**src/rtl/core/sflc_pkg.sv**
```systemverilog
// Shared types, codes and constants of the supervision frame link controller.
`timescale 1ns / 1ps
package sflc_pkg;

  localparam int QUEUE_DEPTH_DEF = 4;

  localparam logic [7:0] FRAME_FLAG = 8'h7e;
  localparam logic [7:0] FRAME_ADDR = 8'h03;
  localparam logic [7:0] CTL_SET_BYTE = 8'h03;
  localparam logic [7:0] CTL_UA_BYTE = 8'h07;
  localparam logic [7:0] CTL_DISC_BYTE = 8'h0B;

  localparam logic [7:0] TIMEOUT_RESET = 8'd3;
  localparam logic [3:0] ATTEMPTS_RESET = 4'd3;

  localparam logic [1:0] ACT_TICK = 2'd0;
  localparam logic [1:0] ACT_BYTE = 2'd1;
  localparam logic [1:0] ACT_OPEN = 2'd2;
  localparam logic [1:0] ACT_CLOSE = 2'd3;

  localparam logic REG_TIMEOUT = 1'b0;
  localparam logic REG_ATTEMPTS = 1'b1;

  localparam logic [2:0] LAST_BEAT = 3'd4;

  typedef enum logic [2:0] {
    PH_IDLE = 3'd0,
    PH_OPENING = 3'd1,
    PH_OPEN = 3'd2,
    PH_CLOSING = 3'd3,
    PH_CLOSED = 3'd4,
    PH_FAILED = 3'd5
  } phase_t;

  typedef enum logic [2:0] {
    RX_START = 3'd0,
    RX_FLAG = 3'd1,
    RX_ADDR = 3'd2,
    RX_CTRL = 3'd3,
    RX_BCC = 3'd4
  } rx_state_t;

  typedef enum logic [1:0] {
    CTL_SET = 2'd0,
    CTL_UA = 2'd1,
    CTL_DISC = 2'd2
  } ctl_t;

  typedef struct packed {
    logic frame;
    ctl_t ctl;
    phase_t status;
  } job_t;

  function automatic logic [7:0] ctl_byte(input ctl_t c);
    logic [7:0] b;
    case (c)
      CTL_SET: b = CTL_SET_BYTE;
      CTL_UA: b = CTL_UA_BYTE;
      CTL_DISC: b = CTL_DISC_BYTE;
      default: b = CTL_SET_BYTE;
    endcase
    return b;
  endfunction

  function automatic logic [7:0] frame_byte(input ctl_t c, input logic [2:0] beat);
    logic [7:0] b;
    case (beat)
      3'd0: b = FRAME_FLAG;
      3'd1: b = FRAME_ADDR;
      3'd2: b = ctl_byte(c);
      3'd3: b = FRAME_ADDR ^ ctl_byte(c);
      3'd4: b = FRAME_FLAG;
      default: b = 8'h00;
    endcase
    return b;
  endfunction

endpackage

```
**src/rtl/core/sflc_intf.sv**
```systemverilog
// Channel interfaces: input requests, result requests and configuration writes.
`timescale 1ns / 1ps
interface sflc_in_if;
  logic valid;
  logic ready;
  logic [1:0] action;
  logic [7:0] rx_byte;
  modport source(output valid, action, rx_byte, input ready);
  modport sink(input valid, action, rx_byte, output ready);
endinterface

interface sflc_out_if;
  logic valid;
  logic ready;
  logic [7:0] tx_byte;
  logic tx_valid;
  logic last;
  logic [2:0] link_status;
  modport source(output valid, tx_byte, tx_valid, last, link_status, input ready);
  modport sink(input valid, tx_byte, tx_valid, last, link_status, output ready);
endinterface

interface sflc_cfg_if;
  logic valid;
  logic ready;
  logic index;
  logic [7:0] data;
  modport source(output valid, index, data, input ready);
  modport sink(input valid, index, data, output ready);
endinterface

```
**src/rtl/core/sflc_front.sv**
```systemverilog
// Front end: accepts requests, runs link and receiver state, emits jobs.
`timescale 1ns / 1ps
module sflc_front (
  input  logic clk,
  input  logic rst,
  sflc_in_if.sink in_ch,
  input  logic [7:0] timeout_ticks,
  input  logic [3:0] max_attempts,
  input  logic q_full,
  output logic push,
  output sflc_pkg::job_t job
);
  import sflc_pkg::*;

  phase_t phase, phase_next;
  rx_state_t rx_state, rx_state_next, feed_next;
  logic [7:0] seen_address, seen_address_next, feed_address;
  logic [7:0] seen_control, seen_control_next, feed_control;
  logic [7:0] tick_count, tick_count_next, tick_inc;
  logic [3:0] attempt_count, attempt_count_next;
  logic feed_match;
  logic busy;
  logic [7:0] want;
  logic [7:0] b;

  assign in_ch.ready = !q_full;
  assign push = in_ch.valid && !q_full;
  assign b = in_ch.rx_byte;
  assign busy = (phase == PH_OPENING) || (phase == PH_CLOSING);
  assign want = (phase == PH_OPENING) ? CTL_UA_BYTE : CTL_DISC_BYTE;
  assign tick_inc = (tick_count == 8'hff) ? tick_count : tick_count + 8'd1;

  // receiver machine
  always_comb begin
    feed_next = RX_START;
    feed_address = seen_address;
    feed_control = seen_control;
    feed_match = 1'b0;
    case (rx_state)
      RX_FLAG: begin
        if (b == FRAME_ADDR) begin
          feed_address = b;
          feed_next = RX_ADDR;
        end else if (b == FRAME_FLAG) begin
          feed_next = RX_FLAG;
        end
      end
      RX_ADDR: begin
        if (b == want) begin
          feed_control = b;
          feed_next = RX_CTRL;
        end else if (b == FRAME_FLAG) begin
          feed_next = RX_FLAG;
        end
      end
      RX_CTRL: begin
        if (b == (seen_address ^ seen_control)) begin
          feed_next = RX_BCC;
        end else if (b == FRAME_FLAG) begin
          feed_next = RX_FLAG;
        end
      end
      RX_BCC: begin
        feed_match = (b == FRAME_FLAG);
      end
      default: begin
        if (b == FRAME_FLAG) feed_next = RX_FLAG;
      end
    endcase
  end

  always_comb begin
    phase_next = phase;
    rx_state_next = rx_state;
    seen_address_next = seen_address;
    seen_control_next = seen_control;
    tick_count_next = tick_count;
    attempt_count_next = attempt_count;
    job.frame = 1'b0;
    job.ctl = CTL_SET;
    case (in_ch.action)
      ACT_OPEN: begin
        if (phase inside {PH_IDLE, PH_CLOSED, PH_FAILED}) begin
          phase_next = PH_OPENING;
          attempt_count_next = 4'd1;
          tick_count_next = 8'd0;
          rx_state_next = RX_START;
          job.frame = 1'b1;
          job.ctl = CTL_SET;
        end
      end
      ACT_CLOSE: begin
        if (phase == PH_OPEN) begin
          phase_next = PH_CLOSING;
          attempt_count_next = 4'd1;
          tick_count_next = 8'd0;
          rx_state_next = RX_START;
          job.frame = 1'b1;
          job.ctl = CTL_DISC;
        end
      end
      ACT_BYTE: begin
        if (busy) begin
          rx_state_next = feed_next;
          seen_address_next = feed_address;
          seen_control_next = feed_control;
          if (feed_match) begin
            tick_count_next = 8'd0;
            if (phase == PH_OPENING) begin
              phase_next = PH_OPEN;
            end else begin
              phase_next = PH_CLOSED;
              job.frame = 1'b1;
              job.ctl = CTL_UA;
            end
          end
        end
      end
      default: begin
        if (busy) begin
          tick_count_next = tick_inc;
          if (tick_inc >= timeout_ticks) begin
            tick_count_next = 8'd0;
            rx_state_next = RX_START;
            if (attempt_count < max_attempts) begin
              attempt_count_next = attempt_count + 4'd1;
              job.frame = 1'b1;
              job.ctl = (phase == PH_OPENING) ? CTL_SET : CTL_DISC;
            end else if (phase == PH_OPENING) begin
              phase_next = PH_FAILED;
            end else begin
              phase_next = PH_CLOSED;
              job.frame = 1'b1;
              job.ctl = CTL_UA;
            end
          end
        end
      end
    endcase
    job.status = phase_next;
  end

  always_ff @(posedge clk) begin
    if (rst) begin
      phase <= PH_IDLE;
      rx_state <= RX_START;
      seen_address <= 8'd0;
      seen_control <= 8'd0;
      tick_count <= 8'd0;
      attempt_count <= 4'd0;
    end else if (push) begin
      phase <= phase_next;
      rx_state <= rx_state_next;
      seen_address <= seen_address_next;
      seen_control <= seen_control_next;
      tick_count <= tick_count_next;
      attempt_count <= attempt_count_next;
    end
  end

endmodule

```
**src/rtl/core/sflc_queue.sv**
```systemverilog
// Job queue between the front end and the frame serializer.
`timescale 1ns / 1ps
module sflc_queue #(
  parameter int DEPTH = sflc_pkg::QUEUE_DEPTH_DEF
) (
  input  logic clk,
  input  logic rst,
  input  logic push,
  input  sflc_pkg::job_t wr_job,
  input  logic pop,
  output sflc_pkg::job_t rd_job,
  output logic full,
  output logic empty
);
  import sflc_pkg::*;

  localparam int PW = (DEPTH > 1) ? $clog2(DEPTH) : 1;
  localparam int CW = $clog2(DEPTH + 1);
  localparam logic [PW-1:0] PTR_LAST = PW'(DEPTH - 1);
  localparam logic [CW-1:0] COUNT_FULL = CW'(DEPTH);

  job_t slots [DEPTH];
  logic [PW-1:0] wr_ptr, rd_ptr;
  logic [CW-1:0] count;

  assign full = (count == COUNT_FULL);
  assign empty = (count == '0);
  assign rd_job = slots[rd_ptr];

  always_ff @(posedge clk) begin
    if (push) slots[wr_ptr] <= wr_job;
  end

  always_ff @(posedge clk) begin
    if (rst) begin
      wr_ptr <= '0;
      rd_ptr <= '0;
      count <= '0;
    end else begin
      if (push) wr_ptr <= (wr_ptr == PTR_LAST) ? '0 : wr_ptr + 1'b1;
      if (pop) rd_ptr <= (rd_ptr == PTR_LAST) ? '0 : rd_ptr + 1'b1;
      if (push && !pop) count <= count + 1'b1;
      else if (pop && !push) count <= count - 1'b1;
    end
  end

endmodule

```
**src/rtl/core/sflc_back.sv**
```systemverilog
// Back end: turns jobs into five-byte frames or single status results.
`timescale 1ns / 1ps
module sflc_back (
  input  logic clk,
  input  logic rst,
  input  sflc_pkg::job_t head,
  input  logic q_empty,
  output logic pop,
  sflc_out_if.source out_ch
);
  import sflc_pkg::*;

  job_t cur;
  logic cur_valid;
  logic [2:0] beat;
  logic is_last;
  logic fire;
  logic load;

  assign is_last = !cur.frame || (beat == LAST_BEAT);
  assign fire = out_ch.valid && out_ch.ready;
  assign load = !cur_valid || (fire && is_last);
  assign pop = load && !q_empty;

  assign out_ch.valid = cur_valid;
  assign out_ch.tx_byte = cur.frame ? frame_byte(cur.ctl, beat) : 8'h00;
  assign out_ch.tx_valid = cur.frame;
  assign out_ch.last = is_last;
  assign out_ch.link_status = cur.status;

  always_ff @(posedge clk) begin
    if (pop) cur <= head;
  end

  always_ff @(posedge clk) begin
    if (rst) begin
      cur_valid <= 1'b0;
      beat <= 3'd0;
    end else if (load) begin
      cur_valid <= !q_empty;
      beat <= 3'd0;
    end else if (fire) begin
      beat <= beat + 3'd1;
    end
  end

endmodule

```
**src/rtl/core/supervision_frame_link_control_core.sv**
```systemverilog
// Top level of the supervision frame link controller.
`timescale 1ns / 1ps
// Link-setup controller, transmitter side, for HDLC-like supervisory frames.
// in_ch:  one request per item: action (tick, received byte, open, close)
//         and rx_byte. in_ch.ready drops only when the job queue is full.
// out_ch: results. A frame-sending item yields five requests (the frame
//         bytes, tx_valid high, last on the closing flag); any other item
//         yields one status request with tx_valid low and last high.
//         link_status carries the link phase after the item.
// cfg:    register writes (0 timeout_ticks, 1 max_attempts), always ready;
//         the user writes them only while the block is idle; not enforced.
// Path:   an accepted item is written to the job queue, then loaded into
//         the serializer register, which offers its first result.
// Throughput: one item per cycle into the front end while the queue has room;
//         the serializer delivers one result per cycle while out_ch is ready.
// Stalls: a held out_ch stops the serializer; the queue of QUEUE_DEPTH
//         jobs fills and then in_ch.ready falls.
// Reset: link idle, receiver at start, counters cleared, registers at 3/3,
//         queue and serializer emptied.
module supervision_frame_link_control_core #(
  parameter int QUEUE_DEPTH = sflc_pkg::QUEUE_DEPTH_DEF
) (
  input  logic clk,
  input  logic rst,
  sflc_in_if.sink in_ch,
  sflc_out_if.source out_ch,
  sflc_cfg_if.sink cfg
);
  import sflc_pkg::*;

  logic [7:0] timeout_ticks;
  logic [3:0] max_attempts;
  logic q_full, q_empty, push, pop;
  job_t wr_job, head;

  assign cfg.ready = 1'b1;

  always_ff @(posedge clk) begin
    if (rst) begin
      timeout_ticks <= TIMEOUT_RESET;
      max_attempts <= ATTEMPTS_RESET;
    end else if (cfg.valid) begin
      case (cfg.index)
        REG_TIMEOUT: timeout_ticks <= cfg.data;
        REG_ATTEMPTS: max_attempts <= cfg.data[3:0];
        default: ;
      endcase
    end
  end

  sflc_front u_front (
    .clk(clk),
    .rst(rst),
    .in_ch(in_ch),
    .timeout_ticks(timeout_ticks),
    .max_attempts(max_attempts),
    .q_full(q_full),
    .push(push),
    .job(wr_job)
  );

  sflc_queue #(.DEPTH(QUEUE_DEPTH)) u_queue (
    .clk(clk),
    .rst(rst),
    .push(push),
    .wr_job(wr_job),
    .pop(pop),
    .rd_job(head),
    .full(q_full),
    .empty(q_empty)
  );

  sflc_back u_back (
    .clk(clk),
    .rst(rst),
    .head(head),
    .q_empty(q_empty),
    .pop(pop),
    .out_ch(out_ch)
  );

endmodule

```
**src/flat_wrapper.sv**
```systemverilog
// flat-port wrapper written by rule: the top's interface ports become plain ports
module supervision_frame_link_control_core_flat import sflc_pkg::*;
#(
  parameter int QUEUE_DEPTH = sflc_pkg::QUEUE_DEPTH_DEF
)
  (clk, rst, in_ch_valid, in_ch_action, in_ch_rx_byte, in_ch_ready, out_ch_valid, out_ch_tx_byte, out_ch_tx_valid, out_ch_last, out_ch_link_status, out_ch_ready, cfg_valid, cfg_index, cfg_data, cfg_ready);
  sflc_in_if in_ch_i ();
  sflc_out_if out_ch_i ();
  sflc_cfg_if cfg_i ();
  input  logic clk;
  input  logic rst;
  input wire logic [$bits(in_ch_i.valid)-1:0] in_ch_valid;
  input wire logic [$bits(in_ch_i.action)-1:0] in_ch_action;
  input wire logic [$bits(in_ch_i.rx_byte)-1:0] in_ch_rx_byte;
  output wire logic [$bits(in_ch_i.ready)-1:0] in_ch_ready;
  output wire logic [$bits(out_ch_i.valid)-1:0] out_ch_valid;
  output wire logic [$bits(out_ch_i.tx_byte)-1:0] out_ch_tx_byte;
  output wire logic [$bits(out_ch_i.tx_valid)-1:0] out_ch_tx_valid;
  output wire logic [$bits(out_ch_i.last)-1:0] out_ch_last;
  output wire logic [$bits(out_ch_i.link_status)-1:0] out_ch_link_status;
  input wire logic [$bits(out_ch_i.ready)-1:0] out_ch_ready;
  input wire logic [$bits(cfg_i.valid)-1:0] cfg_valid;
  input wire logic [$bits(cfg_i.index)-1:0] cfg_index;
  input wire logic [$bits(cfg_i.data)-1:0] cfg_data;
  output wire logic [$bits(cfg_i.ready)-1:0] cfg_ready;
  assign in_ch_i.valid = in_ch_valid;
  assign in_ch_i.action = in_ch_action;
  assign in_ch_i.rx_byte = in_ch_rx_byte;
  assign in_ch_ready = in_ch_i.ready;
  assign out_ch_valid = out_ch_i.valid;
  assign out_ch_tx_byte = out_ch_i.tx_byte;
  assign out_ch_tx_valid = out_ch_i.tx_valid;
  assign out_ch_last = out_ch_i.last;
  assign out_ch_link_status = out_ch_i.link_status;
  assign out_ch_i.ready = out_ch_ready;
  assign cfg_i.valid = cfg_valid;
  assign cfg_i.index = cfg_index;
  assign cfg_i.data = cfg_data;
  assign cfg_ready = cfg_i.ready;
  supervision_frame_link_control_core #(.QUEUE_DEPTH(QUEUE_DEPTH)) u_core (.clk(clk), .rst(rst), .in_ch(in_ch_i), .out_ch(out_ch_i), .cfg(cfg_i));
endmodule
```
**config.mk**
```make
export PLATFORM = sky130hd
export DESIGN_NAME = supervision_frame_link_control_core_flat
export DESIGN_NICKNAME = d
export VERILOG_FILES = /design/src/rtl/core/sflc_pkg.sv /design/src/rtl/core/sflc_intf.sv /design/src/rtl/core/sflc_front.sv /design/src/rtl/core/sflc_queue.sv /design/src/rtl/core/sflc_back.sv /design/src/rtl/core/supervision_frame_link_control_core.sv /design/src/flat_wrapper.sv
export SDC_FILE = /design/constraint.sdc
export NUM_CORES = 1
export LEC_CHECK = 0
export BUFFER_PORTS_ARGS = -buffer_cell sky130_fd_sc_hd__buf_2
export CORE_ASPECT_RATIO = 1.4
export CORE_UTILIZATION = 50
export DETAILED_ROUTE_END_ITERATION = 10
export GPL_TIMING_DRIVEN = 0
export PLACE_DENSITY = 0.71
export SETUP_SLACK_MARGIN = 0.05
export SYNTH_ARGS = -nofsm -noshare
export SYNTH_HDL_FRONTEND = slang
export SYNTH_SLANG_ARGS = --single-unit
```
**constraint.sdc**
```tcl
create_clock -name clk -period 9.25 [get_ports clk]
set_input_delay 1.85 -clock clk [delete_from_list [all_inputs] [get_ports clk]]
set_output_delay 1.85 -clock clk [all_outputs]
set_load 0.02 [all_outputs]
```
### After elaboration in Yosys (flattened, before gate mapping)

Memory sizes are Yosys's and may differ from the RTL's. A register that Yosys moved wholly into a read port is not among the register bits.
Cells that the tools add are included.

| word-level totals | value |
|---|---|
| word-level logic and storage cells | 147 |
| RAM bits | 24 |
| input port bits | 24 |
| memories | 1 |
| register bits after elaboration | 57 |

Memory list:

| memory | depth | width | read ports | clocked after Yosys merged registers in | write ports | RTL line | RTL |
|---|---|---|---|---|---|---|---|
| u_core.u_queue.slots | 4 | 6 | 1 | 1 | 1 | sflc_queue.sv:22 | `job_t slots [DEPTH];` |

| operators by class | value |
|---|---|
| mux-type cells | 57 |
| bitwise gates (word level) | 4 |
| reductions and logical operators | 33 |
| add/sub/neg operators | 7 |
| eq/ne operators | 30 |
| $lt $le $gt $ge | 2 |

Operators by type and width:

| cell | number |
|---|---|
| 3-bit 2-to-1 mux | 24 |
| 8-bit 2-to-1 mux | 9 |
| 8-bit one-hot mux with 4 select lines | 1 |
| 3-bit one-hot mux with 3 select lines | 3 |
| 4-bit 2-to-1 mux | 6 |
| 8-bit one-hot mux with 3 select lines | 1 |
| 3-bit by 2-bit equality test with 1-bit output (second input constant) | 6 |
| 3-bit equality test (second input constant) | 5 |
| 3-bit one-hot mux with 4 select lines | 1 |
| 4-bit one-hot mux with 3 select lines | 1 |
| 6-bit AND reduction | 2 |
| 3-bit nonzero test | 4 |
| 2-bit equality test (second input constant) | 5 |
| 2-bit 2-to-1 mux | 5 |
| 5-bit AND reduction | 2 |
| 3-bit by 1-bit equality test with 1-bit output (second input constant) | 3 |
| 3-bit logical NOT | 3 |
| 8-bit by 1-bit adder with 8-bit output (second input constant) | 1 |
| 8-bit by 2-bit equality test with 1-bit output (second input constant) | 1 |
| 8-bit by 4-bit equality test with 1-bit output | 1 |
| 8-bit by 7-bit equality test with 1-bit output (second input constant) | 1 |
| 8-bit equality test | 1 |
| 8-bit equality test (second input constant) | 1 |
| 8-bit greater-or-equal comparator | 1 |
| 20 further kinds | 45 |

### Depth between registers and ports, before layout

Gate-level depths: netlist of the first run.

| depth | value |
|---|---|
| depth after elaboration | 8 |
| depth in mapped cells | 12 |

### Modules after synthesis

From an unflattened synthesis of the first run, not the netlist that was laid out.

| second synthesis, totals | value |
|---|---|
| cell total of the unflattened synthesis | 458 |
| area total of the unflattened synthesis | 4787.1 µm² |

Modules (own cells, without submodules):

| module | times used | seq. area each (µm²) | area an instance (µm²) | cells each |
|---|---|---|---|---|
| sflc_front | 1 | 680.7 | 2389.8 | 280 |
| sflc_queue | 1 | 900.9 | 1310.0 | 76 |
| sflc_back | 1 | 260.2 | 574.3 | 51 |
| supervision_frame_link_control_core | 1 | 240.2 | 513.0 | 51 |

### Worst setup path after synthesis of the first run

Ideal clock, no wire load.

| path | value |
|---|---|
| path type | input to register |
| start | input out_ch_ready |
| end | register u_core.u_queue.count[2] |
| arrival time | 3630 ps |
| stages on the path | 10 |
| path slack | 5550 ps |
| path buffers | 0 |
| cell sequence | inv_1 > o21ai_0 > o31a_1 > inv_1 > ha_1 > inv_1 > fa_1 > xor2_1 > or3_1 > a21oi_1 |

| on the way | value |
|---|---|
| longest elaborated chain between the ends | 7 |
| elaborated cells on any way between the ends | 9 |
| those cells by class | 1 x mux; 8 x reduce/logical |

Ends and longest elaborated chain:

| what | RTL line | RTL |
|---|---|---|
| start, declared | flat_wrapper.sv:21 | `input wire logic [$bits(out_ch_i.ready)-1:0] out_ch_ready;` |
| 1-bit logical AND (*) | sflc_back.sv:21 | `assign fire = out_ch.valid && out_ch.ready;` |
| 1-bit logical AND (*) | sflc_back.sv:22 | `assign load = !cur_valid \|\| (fire && is_last);` |
| 1-bit logical OR (*) | sflc_back.sv:22 |  |
| 1-bit logical AND (*) | sflc_back.sv:23 | `assign pop = load && !q_empty;` |
| net u_core.pop | supervision_frame_link_control_core.sv:33 | `logic q_full, q_empty, push, pop;` |
| 1-bit logical NOT | sflc_queue.sv:42 | `if (push && !pop) count <= count + 1'b1;` |
| 1-bit logical AND | sflc_queue.sv:42 |  |
| 3-bit 2-to-1 mux / 2-bit nonzero test (equally long branches) | -- |  |
| end signal, assigned | sflc_queue.sv:42 |  |
| end signal, assigned | sflc_queue.sv:43 | `else if (pop && !push) count <= count - 1'b1;` |
| end, declared | sflc_queue.sv:24 | `logic [CW-1:0] count;` |

The timed path passes the listed nets; every way through them passes the cells marked *.
A chain may end at the register's enable or synchronous reset.

==> impl_metrics.py, run 1 <==
metrics = {
    "placed_design": {
        "portBuffers": 36,
        "hpwl_um": 7444,
        "globalplace.congestion": 0.9139,
        "pre_cts_slack_ns": 5.122,
    },
    "synthesis": {
        "yosys.area_share.xor_xnor_pct": 4.536,
        "yosys_warnings": 0,
        "yosysTopAreaCell": "dfxtp_1",
        "syn_inst": 466,
        "synth_cell_type_count": 65,
        "synth_top_family_by_area": "simple AND/OR/NAND/NOR gates",
        "ys_seq_elements": 87,
        "synth_nets": 515,
        "synth_mux_area_share_pct": 5.589,
        "synthFlopType": "dfxtp_1",
        "avgSynthCellArea_um2": 9.945,
        "synth_top_area_share_pct": 24.62,
        "syn_area_um2": 4634,
        "synth_compound_area_share_pct": 12.53,
        "synth-simple-area-share_pct": 21.41,
        "ys_seq_area_share_pct": 44.06,
        "async_flop_share_pct": 0,
        "synth.area.top_cells": "dfxtp_1 (25%), edfxtp_1 (19%), ha_1 (6.5%)",
        "synthAdderAreaFrac_pct": 6.911,
        "synth_enable_flop_cells": 30,
    },
    "power_and_ir_drop": {
        "p_sw_w": 0.0003546,
        "p_int_w": 0.0007886,
        "p_sw_share_pct": 31.02,
        "seqPwrFrac_pct": 41.1,
        "leakage_nw": 2.108,
        "peakVddDrop_uv": 152.2,
        "combPwrFrac_pct": 26.4,
        "power_frac_clock_pct": 32.5,
        "p_per_area_nw_per_um2": 217.7,
    },
    "sta": {
        "setup_viol": 0,
        "worst_pin_slew_ns": 0.7650,
        "grt_setup_unrepaired": "no",
        "fmax_mhz": 256.2,
        "tns_ns": 0,
        "period_minus_slack_ns": 3.903,
        "finalHoldViolCount": 0,
        "skew_ns": 0.008206,
        "min_period_over_period_pct": 42.20,
        "relSlewSlack_pct": 48.69,
        "worst_slack_ns": 5.347,
        "slew_violations": 0,
    },
    "global_route": {
        "antenna_found_initial": 0,
        "grt_pass1_wl_um": 16150,
        "grt_use_total_pct": 21.43,
        "grt_max_degree": 17,
        "overflow": 0,
        "grt_pass1_vias": 3404,
    },
    "cells_and_area": {
        "final_common_cell": "dfxtp_1",
        "nFillCells": 823,
        "multi_input_area_um2": 2370,
        "syn2layout_area_growth_pct": 13.31,
        "register_area_um2": 2042,
        "drive_gt1_share_pct": 14.86,
        "layout.nets": 562,
        "antennaDiodeCount": 0,
        "layout_common_cells": "dfxtp_1 (57), nand2_1 (48), buf_2 (37), a21oi_1 (34), edfxtp_1 (30)",
    },
    "drt": {
        "drtPass1Iterations": 4,
        "wl_per_cell_um": 15.77,
        "dr_total_vias": 3513,
        "dr.first_iter.drc_count": 142,
        "routed_wl_um": 9859,
        "ant_nets": 0,
        "drc": 0,
        "vias_per_cell": 5.621,
    },
    "cts": {
        "clockBufferDepth": 2,
        "cts_setup_buffers": 0,
        "cts_root_buf": "clkbuf_16",
        "path_clk_slew_ns": 0.07,
        "cts_sinks": 87,
        "cts_resized": 0,
        "cts_hold_buffers": 0,
        "htree_levels": 3,
        "cts_buffers": 9,
        "cts_tree": "built",
        "insertion_delay_ns": 0.34,
    },
    "critical_path": {
        "reg2reg_slack_ns": 5.35,
        "reg2reg_depth": 11,
        "worstReg2RegEnd": "u_core.u_queue.slots[0][0]",
        "critPathMaxFanout": 10,
        "cp.required_ns": 9.32,
        "crit_path_end_kind": "flip-flop",
        "start_kind": "flip-flop",
        "crit_type": "reg2reg",
        "rr_startpoint": "u_core.u_front.tick_count[0]",
        "cp.arrival_ns": 3.97,
        "critPathLaunch": "u_core.u_front.tick_count[0]",
        "critPathCapture": "u_core.u_queue.slots[0][0]",
    },
    "floorplanning": {
        "design.die.area_um2": 9663,
        "core-area_um2": 9029,
        "initial_utilization_pct": 51.33,
        "ios": 40,
        "die_y_um": 115.9,
        "dieWidth_um": 83.37,
        "row_count": 41,
    },
    "hold_path": {
        "holdCritPathClass": "reg2reg",
        "holdPathStages": 2,
    },
    "run_status": {
        "status": "finished, final reports clean",
    },
    "flow_run": {
        "maxCapViolCount": 0,
    },
}
## how the worst min path moves through the flow
stage,start,to,slack (ns)
after floorplan,u_core.u_front.seen_control[4],u_core.u_front.seen_control[4],0.43
after global placement,u_core.u_front.seen_control[6],u_core.u_front.seen_control[6],0.44
after detailed placement,u_core.timeout_ticks[7],u_core.timeout_ticks[7],0.45
after CTS,u_core.timeout_ticks[7],u_core.timeout_ticks[7],0.46
after global routing,u_core.u_front.seen_control[7],u_core.u_front.seen_control[7],0.48
final,u_core.timeout_ticks[3],u_core.timeout_ticks[3],0.46
## power by group through the flow
stage          combinational [W]  clock (W)  sequential [W]
2_1_floorplan           0.000221          0        0.000477
3_3_place_gp            0.000292          0        0.000476
3_5_place_dp            0.000303          0        0.000479
4_1_cts                 0.000304   0.000376        0.000471
5_1_grt                 0.000327   0.000394        0.000475
6_report                0.000302   0.000371        0.000470
## kinds of logic (layout without fill, tap and decap cells)
logic type	Yosys count	after routing
and+or+nand+nor	183	183
AOI/OAI and AO/OA	88	88
DFF	87	87
buffers and inverters	50	102
adders and majority gates	25	25
muxes	18	18
xor gates and xnor gates	13	13
other	2	2
## registers in the layout, indices dropped and copies added (netlist names)
name	flops
u_core.u_back.out_ch.valid	1
u_core.timeout_ticks	8
u_core.u_queue.slots	24
u_core.u_queue.rd_ptr	2
u_core.u_queue.wr_ptr	2
u_core.u_front.phase	3
u_core.u_front.rx_state	3
u_core.u_back.out_ch.tx_valid	1
u_core.u_front.seen_control	8
u_core.u_front.seen_address	8
u_core.max_attempts	4
u_core.u_back.out_ch.link_status	3
u_core.u_back.beat	3
u_core.u_front.attempt_count	4
u_core.u_front.tick_count	8
u_core.u_queue.count	3
u_core.u_back.cur	2
## worst max-delay path: stages, from the launching register on
cell	delay [ns]
dfxtp_1	0.44
ha_1	0.30
and4_1	0.24
nand2_1	0.15
mux2_2	0.33
ha_1	0.19
nor4_1	0.24
o21ai_0	0.22
a31oi_1	0.60
clkbuf_1	0.48
o31ai_1	0.17
o21ai_0	0.26
## layer usage
metal	global-route usage, %	share of wire, %	vias up
met1	22.75	41	1649
li1	-	-	1787
met3	4.630	2.7	17
met2	40.93	54	60
met5	0	0	-
met4	9.080	2.2	0
## through the flow
stage / total power [W] / area (µm²) / cells / util [%] / hold WS [ns]
after floorplan: 0.0006986 / 4634 / 466 / - / 0.4317
after global placement: 0.0007677 / 4949 / 609 / 54.81 / 0.4435
after detailed placement: 0.0007817 / 4949 / 609 / 54.81 / 0.4521
after CTS: 0.001151 / 5251 / 625 / 58.16 / 0.4584
after global routing: 0.001196 / 5251 / 625 / 58.16 / 0.4756
final: 0.001143 / 5251 / 625 / 58.16 / 0.4562
## final cells by class
| type | instances | area share [%] |
|---|---|---|
| clock buffer | 9 | 4.289 |
| clock inverter | 7 | 1.477 |
| tap | 107 | 2.549 |
| timing repair buffer | 36 | 3.431 |
| sequential | 87 | 38.88 |
| multi-input combinational | 329 | 45.13 |
| buffer | 24 | 2.383 |
| inverter | 26 | 1.858 |
## cell usage after synthesis (all sizes together), types with 10 or more instances
library cell	number
a21oi	34
and2	13
buf	11
clkbuf	13
dfxtp	57
edfxtp	30
ha	24
inv	26
nand2	48
nand3	15
nand4	15
nor2	28
nor3	10
o21ai	10
Note: power is estimated with default switching activity, not from simulation.
==> run 2, diff against run 1 <==
- clock period: 9.25 -> 3.6 ns (I/O delays scaled with it)
==> run 2 against run 1 <==
Maximum frequency up 17%. Count of clock-buffer cells in the layout unchanged. Power rose to 2.6 times the previous value. Cell count unchanged. Non-clock buffer count unchanged. Register-to-register slack worse by 5.1 ns. Hold slack about the same. Largest power group unchanged. Highest routed layer unchanged.
==> impl_metrics.py, run 2 (synthesis results as in run 1) <==
metrics = {
    "sta": {
        "worst_pin_slew_ns": 0.7714,
        "period_minus_slack_ns": 3.324,
        "fmax_mhz": 300.9,
        "slew_violations": 0,
        "min_period_over_period_pct": 92.33,
        "grt_setup_unrepaired": "no",
        "finalHoldViolCount": 0,
        "relSlewSlack_pct": 48.26,
        "setup_viol": 0,
        "worst_slack_ns": 0.2763,
        "worst_hold_slack_ns": 0.4559,
        "skew_ns": 0.009177,
    },
    "critical_path": {
        "cp.required_ns": 3.65,
        "cp.arrival_ns": 3.37,
        "start_kind": "flip-flop",
        "critPathMaxFanout": 10,
        "crit_path_end_kind": "flip-flop",
        "crit_type": "reg2reg",
    },
    "cells_and_area": {
        "layout.nets": 562,
        "largest_reg_flops": 24,
        "finalInstanceArea_um2": 5281,
        "multi_input_area_um2": 2399,
        "layout_common_cells": "dfxtp_1 (57), nand2_1 (48), buf_2 (37), a21oi_1 (34), edfxtp_1 (30)",
        "largest-register": "u_core.u_queue.slots",
        "register_area_um2": 2042,
        "final_common_cell": "dfxtp_1",
        "syn2layout_area_growth_pct": 13.96,
        "nFillCells": 816,
        "antennaDiodeCount": 0,
        "drive_gt1_share_pct": 15.83,
    },
    "placed_design": {
        "pre_cts_slack_ns": -0.2438,
        "place_area_um2": 4949,
        "portBuffers": 36,
        "hpwl_um": 7444,
        "globalplace.congestion": 0.9139,
    },
    "flow_run": {
        "maxCapViolCount": 0,
    },
    "floorplanning": {
        "row_count": 41,
        "ios": 40,
        "core-area_um2": 9029,
        "design.die.area_um2": 9663,
        "dieWidth_um": 83.37,
        "die_y_um": 115.9,
        "initial_utilization_pct": 51.33,
    },
    "cts": {
        "insertion_delay_ns": 0.34,
        "cts_setup_buffers": 0,
        "htree_levels": 3,
        "cts_buffers": 9,
        "path_clk_slew_ns": 0.07,
        "cts_tree": "built",
        "cts_sinks": 87,
        "cts_root_buf": "clkbuf_16",
        "clockBufferDepth": 2,
    },
    "power_and_ir_drop": {
        "leakage_nw": 2.119,
        "peakVddDrop_uv": 390.8,
        "p_per_area_nw_per_um2": 556.5,
    },
    "drt": {
        "vias_per_cell": 5.651,
        "wl_per_cell_um": 15.73,
        "routed_wl_um": 9834,
        "drtPass1Iterations": 4,
        "dr.first_iter.drc_count": 139,
        "drc": 0,
        "ant_nets": 0,
        "dr_total_vias": 3532,
    },
    "run_status": {
        "status": "finished, final reports clean",
    },
    "global_route": {
        "antenna_found_initial": 0,
        "grt_pass1_wl_um": 16140,
        "overflow": 0,
        "grt_max_degree": 17,
        "grt_pass1_vias": 3400,
        "grt_use_total_pct": 21.38,
    },
    "hold_path": {
        "holdCritPathClass": "reg2reg",
    },
}
[run 2: worst paths after layout]
path,from,to,slack [ns],cells after the start
worst min-delay path,u_core.timeout_ticks[3],u_core.timeout_ticks[3],0.46,2
worst max-delay path,u_core.u_front.tick_count[0],u_core.u_queue.slots[0][0],0.28,11
worst max register to register,u_core.u_front.tick_count[0],u_core.u_queue.slots[0][0],0.28,11
worst min register to register,u_core.timeout_ticks[3],u_core.timeout_ticks[3],0.46,2
[run 2: cell type report]
class                      count  area share (%)
multi-input combinational    329           45.42
inverter                      26           1.848
sequential                    87           38.66
clock buffer                   9           4.264
clock inverter                 7           1.469
tap                          107           2.535
timing repair buffer          36           3.412
buffer                        24           2.393
[run 2: through the flow]
stage	utilization, %	power (W)	cells	TNS [ns]
2_1_floorplan	-	0.001795	466	0
3_3_place_gp	54.81	0.001973	609	-0.6675
3_5_place_dp	54.81	0.002009	609	-1.586
4_1_cts	58.25	0.002959	625	0
5_1_grt	58.50	0.003078	625	0
6_report	58.50	0.002939	625	0
[run 2: worst max-delay path, cell delays in order, from the launching register on]
cell	delay [ns]
dfxtp_1	0.45
ha_1	0.30
and4_1	0.24
nand2_1	0.15
mux2_2	0.33
ha_1	0.29
inv_1	0.05
o21ai_2	0.22
a31oi_4	0.17
clkbuf_2	0.25
o31ai_1	0.35
o21ai_1	0.23
[run 2: layer usage]
metal | part of all wire [%] | wire length, µm | track usage [%] | up-vias
li1 | - | - | - | 1788
met1 | 40 | 3981 | 22.61 | 1656
met2 | 55 | 5364 | 40.93 | 72
met3 | 2.9 | 286 | 4.630 | 16
met4 | 2.0 | 201 | 9.080 | 0
met5 | 0 | 0 | 0 | -
[run 2: what timing repair did]
item,CTS,global route
hold endpoints to repair,0,0
hold buffers,0,0
gates resized for setup,3,5
endpoints found under the setup margin,9,18
[run 2: where the power goes]
part	switching, W	total (W)	leakage (nW)	internal [W]
Clock	0.000405	0.000951	0.149	0.000546
Combinational	0.000445	0.000780	1.22	0.000336
Sequential	0.0000604	0.00121	0.750	0.00115
